`src/rtl/v3a_sqrt.sv`:
```
`timescale 1ns / 1ps
`default_nettype none
// ----------------------------------------------------------------------------
// v3a_sqrt
// Pipelined integer square root, one root bit per stage.
// ----------------------------------------------------------------------------
module v3a_sqrt #(
  parameter int unsigned SW = 64,
  parameter int unsigned RW = 32
) (
  input  wire logic          clk_i,
  input  wire logic [SW-1:0] rad_i,
  output logic [RW-1:0]      root_o
);

  logic [SW-1:0] rem_q  [RW];
  logic [RW-1:0] root_q [RW];

  for (genvar k = 0; k < RW; k++) begin : g_stage
    localparam int unsigned B = RW - 1 - k;
    logic [SW-1:0] rem_p;
    logic [RW-1:0] root_p;
    logic [SW:0]   trial;
    logic          take;

    if (k == 0) begin : g_first
      assign rem_p  = rad_i;
      assign root_p = '0;
    end else begin : g_next
      assign rem_p  = rem_q[k-1];
      assign root_p = root_q[k-1];
    end

    // trial term for the next root bit
    assign trial = ((SW+1)'(root_p) << (B + 1)) | ((SW+1)'(1) << (2 * B));
    assign take  = {1'b0, rem_p} >= trial;

    always_ff @(posedge clk_i) begin
      rem_q[k]  <= take ? SW'({1'b0, rem_p} - trial) : rem_p;
      root_q[k] <= take ? (root_p | (RW'(1) << B)) : root_p;
    end
  end

  assign root_o = root_q[RW-1];

endmodule
`default_nettype wire

```
`config.mk`:
```
export PLATFORM = sky130hd
export DESIGN_NAME = v3a_sqrt
export DESIGN_NICKNAME = d
export VERILOG_FILES = /design/src/rtl/v3a_sqrt.sv
export SDC_FILE = /design/constraint.sdc
export NUM_CORES = 2
export LEC_CHECK = 0
export BUFFER_PORTS_ARGS = -buffer_cell sky130_fd_sc_hd__buf_4
export CAP_MARGIN = 10
export CORE_MARGIN = 4
export CORE_UTILIZATION = 50
export DETAILED_ROUTE_END_ITERATION = 12
export PLACE_DENSITY = 0.72
export SLEW_MARGIN = 20
export SYNTH_ARGS = -nofsm -noshare
export SYNTH_HDL_FRONTEND = slang
export SYNTH_SLANG_ARGS = --single-unit
export TNS_END_PERCENT = 5
```
`constraint.sdc`:
```
create_clock -name clk_i -period 6.9 [get_ports clk_i]
set_input_delay 0 -clock clk_i [delete_from_list [all_inputs] [get_ports clk_i]]
set_output_delay 0 -clock clk_i [all_outputs]
set_load 0.005 [all_outputs]
```
Word-level counts from Yosys, hierarchy flattened --
Memory sizes are Yosys's and may differ from the RTL's. Cells that the tools add are included.
Storage, ports and cells: register bits 0, bits in writable memories 3072, input port bits 65, output and inout port bits 32, logic and storage cells 130, memories kept 2
Memory list:
- rem_q | depth 32, width 64, read ports 31, clocked after memory_dff 0, write ports 32, RTL line 16 | logic [SW-1:0] rem_q [RW];
- root_q | depth 32, width 32, read ports 32, clocked after memory_dff 0, write ports 32, RTL line 17 | logic [RW-1:0] root_q [RW];
Cells by class: add/subtract/negate cells 32, magnitude comparators 32, mux-type cells 64
Operators by type and width (count):
- 64-bit two-way mux | 32
- 64-bit by 33-bit greater-or-equal comparator with 1-bit output | 1
- 64-bit by 34-bit greater-or-equal comparator with 1-bit output | 1
- 64-bit by 35-bit greater-or-equal comparator with 1-bit output | 1
- 64-bit by 36-bit greater-or-equal comparator with 1-bit output | 1
- 64-bit by 37-bit greater-or-equal comparator with 1-bit output | 1
- 64-bit by 38-bit greater-or-equal comparator with 1-bit output | 1
- 64-bit by 39-bit greater-or-equal comparator with 1-bit output | 1
- 64-bit by 40-bit greater-or-equal comparator with 1-bit output | 1
- 64-bit by 41-bit greater-or-equal comparator with 1-bit output | 1
- 64-bit by 42-bit greater-or-equal comparator with 1-bit output | 1
- 64-bit by 43-bit greater-or-equal comparator with 1-bit output | 1
- 64-bit by 44-bit greater-or-equal comparator with 1-bit output | 1
- 64-bit by 45-bit greater-or-equal comparator with 1-bit output | 1
- 64-bit by 46-bit greater-or-equal comparator with 1-bit output | 1
- 64-bit by 47-bit greater-or-equal comparator with 1-bit output | 1
- 64-bit by 48-bit greater-or-equal comparator with 1-bit output | 1
- 64-bit by 49-bit greater-or-equal comparator with 1-bit output | 1
- 64-bit by 50-bit greater-or-equal comparator with 1-bit output | 1
- 64-bit by 51-bit greater-or-equal comparator with 1-bit output | 1
- 64-bit by 52-bit greater-or-equal comparator with 1-bit output | 1
- 64-bit by 53-bit greater-or-equal comparator with 1-bit output | 1
- 64-bit by 54-bit greater-or-equal comparator with 1-bit output | 1
- 64-bit by 55-bit greater-or-equal comparator with 1-bit output | 1
- 73 further kinds | 73

Depth between registers and ports, before layout --
An unclocked memory read counts as a cell.
depth after elaboration 3, depth in mapped cells 15, depth with buffers taken out 12

Least setup slack after synthesis --
Ideal clock, no wire load.
path type flip-flop to flip-flop, from memory root_q[25][15], in the netlist root_q[1][303], to memory rem_q[26][62], in the netlist rem_q[6][190], setup time 72 ps, arrival time 3070 ps, required time 6828 ps, slack 3759 ps, stages on the path, launching flop included 12, path buffers 0, period minus slack after synthesis 3141 ps, cell sequence dfxtp_1 > inv_1 > ha_1 > a21o_1 > a2111oi_2 > or4b_1 > a31oi_1 > or3_1 > a21oi_1 > nor4b_4 > and4_1 > xor2_1
RTL lines (RTL line):
- start: declaration | 17
- end: declaration | 16

==> flow_summary.yaml <==
finish:
  stdcell_count: 12767
  synthToLayoutAreaGrowth_pct: 14.01
  drive_gt1_share_pct: 7.251
  nNetsFinal: 10660
synthesis:
  syn-cell-area_um2: 96360
  synth-edff-count: 0
  yosysUniqueCellTypes: 94
  async_flop_share_pct: 0
  synth-main-ff-cell: "dfxtp_1"
  ys_ff_latch: 2512
  synth_area_per_cell_um2: 9.886
  synthCells: 9747
  yosysWarnings: 0
  ys_seq_area_share_pct: 52.19
  syn_nets: 10370
timing:
  setup_viol: 0
  slew_headroom_pct: 1.972
  min_period_ns: 4.453
  skew_ns: 0.09528
  maxSlewViolCount: 0
  rsz0062_at_grt: "no"
  period_share_pct: 64.53
  fin_tns_setup_ns: 0
  worstMarginPinSlew_ns: 1.457
  fmax_ghz: 0.2246
  hold_viol: 0
floorplan:
  fp.dieArea_um2: 199800
  ios: 97
  core_um2: 191000
  start_util_pct: 50.46
  rows: 160
  fp.dieW_um: 447.0
  fp.dieH_um: 447.0
critical_path:
  crit_path_max_fanout: 14
  r2r-start: "rem_q[7][100]$_DFF_P_"
  critPathLaunchType: "flop"
  r2r_cells: 8
  critical_path_required_ns: 7.70
  arrival_ns: 5.25
  rrSetupSlack_ns: 2.45
  path_class: "flop to flop"
  worstReg2RegEnd: "rem_q[7][181]$_DFF_P_"
  end_kind: "flop"
route:
  dr.pass1.iters: 8
  wirelength_um: 252300
  met2_length_um: 119600
  wl_met3_um: 13740
  drtIter0Drc: 5805
  dr.max_layer_used: "met5"
  ant_nets: 0
  drc: 0
  via_count: 71187
  met1_length_um: 112200
  routedWlPerCell_um: 19.76
  vias_per_cell: 5.576
power_and_ir_drop:
  powerDensity_nw_per_um2: 422.7
  p_sw_share_pct: 33.00
  vdd_ir_drop_max_v: 0.0002886
  p_leak_nw: 49.99
  share_comb_of_total_power_pct: 24.5
  power.total_mw: 46.44
  power.internal_mw: 31.11
  clock_power_share_pct: 30.6
  sequentialPowerShare_pct: 44.9
  power_switching_mw: 15.32
clock_network:
  clock_path_buffers: 3
  cts_made_buffers: 238
  cts_root_buf: "clkbuf_16"
  cts_setup_buffers: 0
  insertion_delay_ns: 0.93
  htree_levels: 4
  cts_sinks: 2512
  clkSlewWorstSetupHoldPaths_ns: 0.07
  cts_tree: "yes"
worst_hold_path:
  hp-start: "rad_i[10]"
  hold_end: "root_q[0][31]$_DFF_P_"
  hold_depth: 5
  hp-class: "primary input to flop"
placed_design:
  dp_hpwl_um: 190300
  port_buffers: 96
  place_inst: 12176
  place.gp.congestion: 0.9378
outcome:
  outcome: "finished, violations left"
  violations: "max-capacitance violations"
global_route:
  grt_max_degree: 59
  antenna_found_initial: 20
  grt_overflow: 0
  grt_pass1_wl_um: 392700
  grt.total_usage_pct: 24.71
  grt_pass1_vias: 70206
job:
  cap_violations: 1
-- worst max path at each step --
stage,start,to,slack (ns)
floorplan,root_q[1][303]$_DFF_P_,rem_q[6][190]$_DFF_P_,3.76
global placement,rem_q[7][121]$_DFF_P_,rem_q[7][181]$_DFF_P_,2.67
detailed placement,root_q[1][284]$_DFF_P_,rem_q[6][115]$_DFF_P_,2.60
CTS,root_q[1][284]$_DFF_P_,rem_q[6][115]$_DFF_P_,2.57
global route,rem_q[7][100]$_DFF_P_,rem_q[7][181]$_DFF_P_,2.27
finish,rem_q[7][100]$_DFF_P_,rem_q[7][181]$_DFF_P_,2.45
-- registers in the layout, summed over array words and instances, names as in the netlist --
register  flops
rem_q      1984
root_q      528
-- stage by stage --
step / worst slack (ns) / hold slack (ns) / instance area, um2 / utilization [%]
after floorplan: 3.759 / 0.02772 / 96360 / -
after global placement: 2.674 / 0.1139 / 99710 / 52.21
after detailed placement: 2.599 / 0.1156 / 99710 / 52.21
after CTS: 2.566 / 0.001067 / 109800 / 57.50
after global routing: 2.272 / 0.05436 / 109800 / 57.52
final: 2.447 / 0.07670 / 109900 / 57.52
-- cell usage in the layout (no fill, tap or decap), drive strengths merged, types with 44 or more instances in the layout --
master	synthesis	routed
dfxtp	2512	2512
inv	695	706
nand2	651	651
nor2	649	649
a21oi	618	618
ha	558	558
xnor2	482	482
o21ai	443	443
xor2	392	392
nor4	360	360
clkbuf	161	310
nor3	261	261
a21o	231	231
nand4	171	171
nand3	164	164
dlygate4sd3	0	132
buf	48	127
nand2b	106	106
o21a	104	104
or3	97	97
mux2	78	78
clkinv	0	74
nor2b	70	70
a211oi	60	60
or4	52	52
nor4b	48	48
o21bai	45	45
o31ai	44	44
-- per-layer routing --
metal | global-route usage [%] | vias up
li1 | - | 34726
met1 | 32.82 | 33964
met2 | 42.01 | 2043
met3 | 3.309 | 452
met4 | 7.284 | 2
met5 | 0 | -
-- cell usage after synthesis (all sizes together) (164+ instances only) --
cell type	count	area share (%)
dfxtp	2512	52
inv	695	2.7
nand2	651	2.5
nor2	649	2.5
a21oi	618	3.2
ha	558	7.2
xnor2	482	4.4
o21ai	443	2.3
xor2	392	3.6
nor4	360	2.4
nor3	261	1.4
a21o	231	1.8
nand4	171	1.1
nand3	164	0.86
-- what timing repair did --
action	in CTS	in global routing
hold buffers	132	0
endpoints found under the hold margin	65	0
gates resized for setup	0	0
-- area by class of cell --
class | instances | area [um2]
Multi-Input combinational cell | 6331 | 42740
Inverter | 695 | 2609
Clock buffer | 310 | 6646
Sequential cell | 2512 | 50290
Antenna cell | 9 | 22.52
Timing Repair Buffer | 259 | 2275
Fill cell | 16051 | 81120
Clock inverter | 140 | 2140
Tap cell | 2511 | 3142
-- worst max-delay path, cell delays in order, from the launching register on --
cell	delay (ns)
dfxtp_1	0.40
nor4_1	0.87
and3_1	0.64
nand3_1	0.23
nor3_1	0.42
o21a_1	0.71
nor2_1	0.46
and4b_1	0.35
a22o_1	0.25
-- power by group through the flow --
stage / clock (mW) / sequential, mW / combinational [mW]
2_1_floorplan: 0 / 19.7 / 8.81
3_3_place_gp: 0 / 21.1 / 11.0
3_5_place_dp: 0 / 21.1 / 11.1
4_1_cts: 14.4 / 20.8 / 11.3
5_1_grt: 15.0 / 21.2 / 12.6
6_report: 14.2 / 20.9 / 11.4
-- cells by family after synthesis --
group | count (synthesis) | synth area share [%]
AO/OA/AOI/OAI | 1881 | 12.23
AND/OR/NAND/NOR | 2929 | 15.80
buffers and inverters | 904 | 3.568
multiplexers | 89 | 1.026
adder cells (fa/ha/maj) | 558 | 7.245
flip-flops | 2512 | 52.19
XOR/XNOR | 874 | 7.944
Power figures use the tool's default switching activity.
