`config.mk`:
```
export PLATFORM = sky130hd
export DESIGN_NAME = v3a_dly
export DESIGN_NICKNAME = d
export VERILOG_FILES = /design/src/rtl/v3a_dly.sv
export SDC_FILE = /design/constraint.sdc
export NUM_CORES = 1
export LEC_CHECK = 0
export BUFFER_PORTS_ARGS = -buffer_cell sky130_fd_sc_hd__buf_2
export CORE_MARGIN = 4
export CORE_UTILIZATION = 30
export DETAILED_ROUTE_END_ITERATION = 6
export SYNTH_ARGS = -nofsm -noshare
export SYNTH_HDL_FRONTEND = slang
export SYNTH_SLANG_ARGS = --single-unit
```
`constraint.sdc`:
```
create_clock -name clk_i -period 0.8 [get_ports clk_i]
set_input_delay 0.08 -clock clk_i [delete_from_list [all_inputs] [get_ports clk_i]]
set_output_delay 0.08 -clock clk_i [all_outputs]
set_load 0.02 [all_outputs]
```
`src/rtl/v3a_dly.sv`:
```
`timescale 1ns / 1ps
`default_nettype none
// ----------------------------------------------------------------------------
// v3a_dly
// Fixed-length delay line for beat control and side data.
// ----------------------------------------------------------------------------
module v3a_dly #(
  parameter int unsigned W = 8,
  parameter int unsigned N = 4
) (
  input  wire logic         clk_i,
  input  wire logic         rst_ni,
  input  wire logic [W-1:0] d_i,
  output logic [W-1:0]      q_o
);

  logic [W-1:0] tap_q [N];

  always_ff @(posedge clk_i or negedge rst_ni) begin
    if (!rst_ni) begin
      for (int i = 0; i < N; i++) tap_q[i] <= '0;
    end else begin
      tap_q[0] <= d_i;
      for (int i = 1; i < N; i++) tap_q[i] <= tap_q[i-1];
    end
  end

  assign q_o = tap_q[N-1];

endmodule
`default_nettype wire

```
Yosys cells after proc, flatten, opt, wreduce, memory -nomap -nowiden
Index checks and enable logic that the tools add are counted.
{"block": "word_totals", "regBits": 32, "latch_bits": 0, "ramBits": 0, "romBits": 0, "in_bits": 10, "output_inout_bits": 8, "n_memories": 0}
{"block": "classes", "n_addsub": 0, "n_mul": 0, "div_mod_pow": 0, "n_lt_le_gt_ge": 0, "n_eq_ne": 0, "shift": 0, "mux": 0, "bitwise_logic": 0, "reduce_logical": 0}

Logic depth before layout (Yosys ltp)
Gate-level depths: netlist of the first run.
{"block": "logic_depth", "word_depth": 0, "ltp_mapped": 1}

Worst setup path after synthesis of the first run
No wires, ideal clock.
{"block": "synth_timing", "kind": "reg2out", "from": "reg tap_q, in the netlist q_o[0]", "to": "out q_o[0]", "arrival_ns": 0.482, "required_time_ns": 0.720, "path_slack_ns": 0.238, "path_stages_with_launch": 2, "path_buffers": 1, "path_cell_list": "dfrtp_1 -> buf_4"}
{"item": "start, declared", "line": "17", "source": "logic [W-1:0] tap_q [N];"}
{"item": "end, declared", "line": "14", "source": "output logic [W-1:0] q_o"}
No word-level cell between the ends.

Final worst setup path of the first run
{"block": "layout_timing", "from": "reg tap_q, in the netlist q_o[7]", "to": "out q_o[7]"}
No word-level cell between the ends.

==> impl_metrics.env, run 1 <==
export IMPL_status="finished, violations left"
export IMPL_violations="negative setup slack"
export IMPL_port_buffers=17
export IMPL_syn_nets=50
export IMPL_synthDistinctLibCells=2
export IMPL_synth_area_per_cell_um2=21.5
export IMPL_dieArea_mm2=0.00379
export IMPL_syn2layout_area_growth_pct=34.9
export IMPL_grt_max_degree=33
export IMPL_min_path_type="in2async"
export IMPL_post_route_period_util=1.15
export IMPL_drt_iter0_markers=1
export IMPL_grt_pass1_vias=445
export IMPL_clkTransAtPathRegs_ps=90
export IMPL_chipHeight_um=61.6
export IMPL_grt_overflow_total=0
export IMPL_core_mm2=0.00276
export IMPL_dr_total_vias=368
export IMPL_whs_ps=224
export IMPL_synthTopCellsByArea="dfrtp_1, buf_4"
export IMPL_worstRegToRegCells=0
export IMPL_drive_gt1_frac=0.373
export IMPL_drtAntennaViolNets=0
export IMPL_viasPerCell=3.76
export IMPL_worst_slack_ps=-120
export IMPL_drv_slew=0
export IMPL_power_mw=3.03
export IMPL_crit_family="flip-flops"
export IMPL_power_density_mw_per_mm2=2610
export IMPL_ios=18
export IMPL_avgRoutedWirePerCell_um=10.3
export IMPL_first_pass_iters=2
export IMPL_multi_input_gates=0
export IMPL_nets=76
export IMPL_finalCriticalPeriod_ps=920
export IMPL_critPathRequiredTime_ps=720
export IMPL_critPathSlowestCell="dfrtp_1"
export IMPL_r2r_end="q_o[3]"
export IMPL_synth_edf_count=0
export IMPL_cts_root_buffer="clkbuf_4"
export IMPL_switching_power_uw=587
export IMPL_htreeDepth=2
export IMPL_peakVddDrop_uv=1500
export IMPL_path_buf_inv=1
export IMPL_cts_buffers=5
export IMPL_p_leak_nw=0.546
export IMPL_cts_tree="yes"
export IMPL_clkPwrFrac=0.378
export IMPL_switching_share=0.194
export IMPL_tightest_slew_ps=163
export IMPL_cpPeakStageDelay_ps=390
export IMPL_wl_um=1010
export IMPL_synth_main_ff_cell="dfrtp_1"
export IMPL_r2r_start="tap_q[11]"
export IMPL_drt_drc_violations_left=0
export IMPL_synth_common_cells="dfrtp_1, buf_4"
export IMPL_end_kind="output pin"
export IMPL_slew_headroom=0.891
export IMPL_synth_seq_cells=32
export IMPL_synthCells=40
export IMPL_skew_ps=7.45
export IMPL_power_internal_mw=2.44
export IMPL_synth_top_cell_area_share=0.930
export IMPL_seqPwrFrac=0.568
export IMPL_fp_row_count=19
export IMPL_syn_area_um2=861
export IMPL_crit_chain="buf_6"
export IMPL_synth_most_common_cell="dfrtp_1"
export IMPL_grt_use_total=0.0741
export IMPL_worstPathArrival_ps=840
export IMPL_place_congestion=0.612
export IMPL_diodes=0
export IMPL_rrSetupSlack_ps=310
export IMPL_report_final_hold_viol_count=0
export IMPL_final_setup_tns_ps=-877
export IMPL_clock_sinks=32
export IMPL_clk_latency_ps=320
export IMPL_antenna_found_initial=0
export IMPL_fillers=248
export IMPL_grt_pass1_wl_um=1790
export IMPL_drv_cap=0
export IMPL_start_kind="flop"
export IMPL_post_cts_buffers=0
export IMPL_setup_viol=8
export IMPL_synth_async_reset_ratio=1.00
export IMPL_crit_fanout=1
export IMPL_yosys_area_top_type="dfrtp_1"
export IMPL_rsz0062_at_grt="yes"
export IMPL_multi_input_area_um2=0
export IMPL_yosysWarnings=0
export IMPL_combPwrFrac=0.054
export IMPL_fin_util=0.421
export IMPL_worstSetupPathType="reg2out"
export IMPL_seq_area_frac_synth=0.930
export IMPL_clock_path_buffers=2
export IMPL_die_x_um=61.6
export IMPL_fmax_ghz=1.09
export IMPL_initial_core_util=0.312
layout make-up:
| class | instances | area [um^2] | area share |
|---|---|---|---|
| Clock inverter | 2 | 35.0 | 0.0302 |
| Sequential cell | 32 | 801 | 0.690 |
| Timing Repair Buffer | 27 | 245 | 0.211 |
| Clock buffer | 6 | 41.3 | 0.0356 |
| Tap cell | 31 | 38.8 | 0.0334 |
logic make-up after synthesis:
| group | after synthesis | synth area share |
|---|---|---|
| buf+inv | 8 | 0.0698 |
| flops | 32 | 0.930 |
tightest hold or removal path: stages:
cell and delay (ps):
dlygate4sd3_1 510, buf_2 120, buf_12 190
per-stage QoR:
stage               setup WS (ps)  std cells  cell area, um^2
CTS                          -141         98             1160
finish                       -120         98             1160
global placement              224         81              945
global route                 -179         98             1160
detailed placement            219         81              945
floorplan                     238         40              861
worst max path at each step:
stage | startpoint | endpoint | cells after the start
2_1_floorplan | q_o[0] | q_o[0] | 1
3_3_place_gp | q_o[6] | q_o[6] | 1
3_5_place_dp | q_o[7] | q_o[7] | 1
4_1_cts | q_o[7] | q_o[7] | 1
5_1_grt | q_o[7] | q_o[7] | 1
6_report | q_o[7] | q_o[7] | 1
power by group through the flow:
stage / Clock [mW] / Combinational (mW) / Sequential [mW]
floorplan: 0 / 0.0579 / 1.74
detailed placement: 0 / 0.111 / 1.75
global placement: 0 / 0.108 / 1.74
global route: 1.26 / 0.184 / 1.73
finish: 1.14 / 0.165 / 1.72
CTS: 1.19 / 0.169 / 1.72
cell usage in the layout (no fill, tap or decap):
cell	count
bufinv_16	1
buf_2	9
clkbuf_4	5
buf_12	1
dlygate4sd3_1	9
dfrtp_1	32
clkbuf_1	1
clkinv_2	1
buf_6	8
flip-flops by register name (all words and copies together) (netlist names):
register  flops
tap_q        24
q_o           8
repair_timing:
action,in CTS,in global routing
setup endpoints to repair,8,8
endpoints found under the hold margin,40,0
pin swaps,0,0
gates resized for setup,16,0
hold buffers,9,0
per-layer routing:
layer / GRT usage / wire length, um
met2: 0.123 / 560
met3: 0.0503 / 102
met1: 0.0612 / 338
met4: 0.0545 / 9
met5: 0 / 0
No activity file was read; power rests on OpenSTA's default activity.
==> run 2, diff against run 1 <==
PLACE_DENSITY = 0.58   (was unset)
==> impl_metrics.env, run 2 (synthesis results as in run 1) <==
export IMPL_power_internal_mw=2.44
export IMPL_setup_worst_path_start="q_o[7]"
export IMPL_seqPwrFrac=0.569
export IMPL_grt_overflow_total=0
export IMPL_diodes=0
export IMPL_path_buf_inv=1
export IMPL_dieArea_mm2=0.00379
export IMPL_p_leak_nw=0.546
export IMPL_drt_drc_violations_left=0
export IMPL_syn2layout_area_growth_pct=34.9
export IMPL_report_final_hold_viol_count=0
export IMPL_chipHeight_um=61.6
export IMPL_slew_headroom=0.893
export IMPL_peakVddDrop_uv=2190
export IMPL_place_congestion=0.583
export IMPL_post_cts_buffers=0
export IMPL_clkPwrFrac=0.376
export IMPL_grt_max_degree=33
export IMPL_finalCriticalPeriod_ps=914
export IMPL_nets=76
export IMPL_rrSetupSlack_ps=320
export IMPL_dr_total_vias=377
export IMPL_crit_family="flip-flops"
export IMPL_final_cell_mix="dfrtp_1, dlygate4sd3_1, buf_2"
export IMPL_clock_path_buffers=2
export IMPL_violations="negative setup slack"
export IMPL_drv_slew=0
export IMPL_grt_busiest_layer="met2"
export IMPL_clkTransAtPathRegs_ps=100
export IMPL_post_route_period_util=1.14
export IMPL_switching_power_uw=581
export IMPL_die_x_um=61.6
export IMPL_htreeDepth=2
export IMPL_worstPathArrival_ps=830
export IMPL_worst_slack_ps=-114
export IMPL_switching_share=0.192
export IMPL_cts_buffers=5
export IMPL_grt_pass1_vias=394
export IMPL_multi_input_area_um2=0
export IMPL_crit_fanout=1
export IMPL_grtUsageMet1=0.0589
export IMPL_largest_reg_flops=24
export IMPL_power_mw=3.03
export IMPL_worstSetupPathType="reg2out"
export IMPL_antenna_found_initial=0
export IMPL_critPathSlowestCell="dfrtp_1"
export IMPL_port_buffers=17
export IMPL_cts_tree="yes"
export IMPL_drt_iter0_markers=14
export IMPL_setup_viol=8
export IMPL_use_met3=0.0440
export IMPL_drtAntennaViolNets=0
export IMPL_drv_cap=0
export IMPL_dp_slack_ps=215
export IMPL_avgRoutedWirePerCell_um=10.2
export IMPL_grt_use_total=0.0654
export IMPL_clk_latency_ps=310
export IMPL_rsz0062_at_grt="yes"
export IMPL_core_mm2=0.00276
export IMPL_end_kind="output pin"
export IMPL_multi_input_gates=0
export IMPL_critPathRequiredTime_ps=720
export IMPL_clock_sinks=32
export IMPL_fillers=263
export IMPL_initial_core_util=0.312
export IMPL_drive_gt1_frac=0.373
export IMPL_skew_ps=7.01
export IMPL_fmax_ghz=1.09
export IMPL_tightest_slew_ps=160
export IMPL_crit_chain="buf_6"
export IMPL_design_area_mm2=0.00116
export IMPL_ios=18
export IMPL_wl_um=997
export IMPL_final_common_cell="dfrtp_1"
export IMPL_largest_register="tap_q"
export IMPL_met2_usage=0.105
export IMPL_viasPerCell=3.85
export IMPL_start_kind="flop"
export IMPL_min_path_type="in2async"
export IMPL_status="finished, violations left"
export IMPL_combPwrFrac=0.055
export IMPL_power_density_mw_per_mm2=2610
export IMPL_cts_root_buffer="clkbuf_4"
export IMPL_r2r_start="tap_q[21]"
export IMPL_grt_pass1_wl_um=1610
export IMPL_cpPeakStageDelay_ps=390
export IMPL_fp_row_count=19
export IMPL_dpl_instance_area_um2=945
export IMPL_first_pass_iters=2
[run 2: final cells by class]
| class | instances | area [um^2] | share of cell area |
|---|---|---|---|
| Tap cell | 31 | 38.8 | 0.0334 |
| Clock inverter | 2 | 35.0 | 0.0302 |
| Sequential cell | 32 | 801 | 0.690 |
| Clock buffer | 6 | 41.3 | 0.0356 |
| Timing Repair Buffer | 27 | 245 | 0.211 |
[run 2: power by group through the flow]
stage | Sequential (mW) | Clock, mW | Combinational (mW)
after floorplan | 1.74 | 0 | 0.0579
after global placement | 1.74 | 0 | 0.109
after detailed placement | 1.75 | 0 | 0.113
after CTS | 1.72 | 1.19 | 0.170
after global routing | 1.73 | 1.25 | 0.183
final | 1.72 | 1.14 | 0.165
[run 2: what timing repair did]
item                                   in CTS  in global routing
setup endpoints to repair                   8                  8
hold buffers                                9                  0
gates resized for setup                    16                  0
pin swaps                                   0                  0
endpoints found under the hold margin      40                  0
[run 2: tightest hold or removal path: stages]
cell and delay, ps:
dlygate4sd3_1 520, buf_2 120, buf_12 190
[run 2: worst paths after layout]
path / end / depth (start not counted)
worst max-delay path: q_o[7] / 1
worst min-delay path: q_o[7] / 3
worst max register to register: tap_q[13] / 0
worst min register to register: tap_q[14] / 0
max in group asynchronous: q_o[1] / 3
min in group clk_i: tap_q[14] / 0
[run 2: stage by stage]
stage	cells	hold slack (ps)	setup TNS [ps]	utilization
final	98	233	-832	0.421
after global routing	98	238	-1240	0.421
after CTS	98	228	-1030	0.421
after detailed placement	81	43.9	0	0.343
after global placement	81	40.2	0	0.343
after floorplan	40	-216	0	-
[run 2: metal layers]
metal / part of all wire / vias up / wire length, um
li1: - / 166 / -
met2: 0.50 / 17 / 501
met5: 0 / - / 0
met4: 0.029 / 0 / 29
met3: 0.080 / 2 / 80
met1: 0.39 / 192 / 386
==> run 3, diff against run 2 <==
CTS_BUF_LIST = sky130_fd_sc_hd__clkbuf_16   (was unset)
==> impl_metrics.env, run 3 (synthesis results as in run 1) <==
export IMPL_worstSetupPathType="reg2out"
export IMPL_htreeDepth=2
export IMPL_multi_input_area_um2=0
export IMPL_r2r_start="tap_q[27]"
export IMPL_avgRoutedWirePerCell_um=11.1
export IMPL_antenna_found_initial=0
export IMPL_register_area_um2=801
export IMPL_min_path_type="in2async"
export IMPL_path_buf_inv=1
export IMPL_largest_register="tap_q"
export IMPL_worst_slack_ps=-56.0
export IMPL_drt_iter0_markers=13
export IMPL_post_route_period_util=1.07
export IMPL_skew_ps=3.89
export IMPL_worstRegToRegCells=0
export IMPL_port_buffers=17
export IMPL_nets=76
export IMPL_grt_pass1_wl_um=1650
export IMPL_ios=18
export IMPL_start_kind="flop"
export IMPL_grt_overflow_total=0
export IMPL_initial_core_util=0.312
export IMPL_dp_slack_ps=215
export IMPL_largest_reg_flops=24
export IMPL_dieArea_mm2=0.00379
export IMPL_tightest_slew_ps=161
export IMPL_cts_buffers=5
export IMPL_p_leak_nw=0.589
export IMPL_dpl_instance_area_um2=945
export IMPL_report_final_hold_viol_count=0
export IMPL_drv_cap=0
export IMPL_final_cell_mix="dfrtp_1, dlygate4sd3_1, buf_2"
export IMPL_crit_family="flip-flops"
export IMPL_multi_input_gates=0
export IMPL_finalCriticalPeriod_ps=856
export IMPL_r2r_end="tap_q[19]"
export IMPL_rrSetupSlack_ps=320
export IMPL_viasPerCell=3.89
export IMPL_critPathRequiredTime_ps=720
export IMPL_die_x_um=61.6
export IMPL_status="finished, violations left"
export IMPL_first_pass_iters=2
export IMPL_drtAntennaViolNets=0
export IMPL_cpPeakStageDelay_ps=380
export IMPL_syn2layout_area_growth_pct=45.1
export IMPL_fp_row_count=19
export IMPL_crit_chain="buf_6"
export IMPL_fmax_ghz=1.17
export IMPL_dr_total_vias=381
export IMPL_design_area_mm2=0.00125
export IMPL_clock_sinks=32
export IMPL_final_common_cell="dfrtp_1"
export IMPL_clock_path_buffers=2
export IMPL_end_kind="output pin"
export IMPL_drt_drc_violations_left=0
export IMPL_peakVddDrop_uv=2040
export IMPL_clkTransAtPathRegs_ps=50
export IMPL_drv_slew=0
export IMPL_setup_worst_path_start="q_o[7]"
export IMPL_fillers=247
export IMPL_wl_um=1090
export IMPL_crit_cells=1
export IMPL_setup_viol=8
export IMPL_final_setup_tns_ps=-376
export IMPL_drive_gt1_frac=0.373
export IMPL_cts_root_buffer="clkbuf_16"
export IMPL_clk_latency_ps=270
export IMPL_grt_pass1_vias=413
export IMPL_critPathSlowestCell="dfrtp_1"
export IMPL_core_mm2=0.00276
export IMPL_power_density_mw_per_mm2=3150
export IMPL_violations="negative setup slack"
export IMPL_diodes=0
export IMPL_worstPathArrival_ps=780
export IMPL_crit_fanout=1
export IMPL_grt_max_degree=33
export IMPL_rsz0062_at_grt="yes"
export IMPL_grt_use_total=0.0671
export IMPL_critical_path_endpoint="q_o[7]"
export IMPL_power_mw=3.93
export IMPL_cts_tree="yes"
export IMPL_slew_headroom=0.893
export IMPL_place_congestion=0.583
export IMPL_chipHeight_um=61.6
==> run 3: power by group <==
group	switching (mW)	internal, mW	total (mW)
registers	0.0251	1.70	1.73
logic	0.0745	0.0919	0.166
clock network	0.589	1.45	2.03
total	0.688	3.24	3.93
==> run 3: worst min-delay path by stage <==
stage	end	depth (start not counted)	start	slack (ps)
final	q_o[4]	3	rst_ni	290
after global routing	q_o[7]	3	rst_ni	320
after CTS	tap_q[19]	3	rst_ni	300
after detailed placement	q_o[5]	2	rst_ni	40
after global placement	q_o[1]	2	rst_ni	40
after floorplan	q_o[0]	0	rst_ni	-220
==> run 3: timing repair <==
item / CTS / global route
setup buffers: 0 / 0
gates resized for setup: 16 / 0
hold endpoints to repair: 40 / 0
hold buffers: 9 / 0
endpoints found under the setup margin: 8 / 8
cloned: 0 / 0
==> run 3: worst min-delay path: cells and delay by family <==
kind | cells | cell delay, ps
buffers and inverters | 3 | 830
==> run 3: per-stage QoR <==
step	hold slack [ps]	utilization	std cells
final	292	0.453	98
after global placement	40.2	0.343	81
after detailed placement	43.9	0.343	81
after CTS	301	0.453	98
after global routing	318	0.453	98
after floorplan	-216	-	40
==> run 3: layout make-up <==
class                 instances  share of cell area
Timing Repair Buffer         27               0.196
Clock buffer                  5               0.100
Sequential cell              32               0.641
Tap cell                     31              0.0311
Clock inverter                3              0.0311
==> run 3: per-layer routing <==
layer  global-route usage  vias to the layer above  wire [um]
met2                0.120                       19        567
met5                    0                        -          0
met1               0.0508                      194        374
met3               0.0252                        5         98
met4               0.0727                        0         47
li1                     -                      163          -
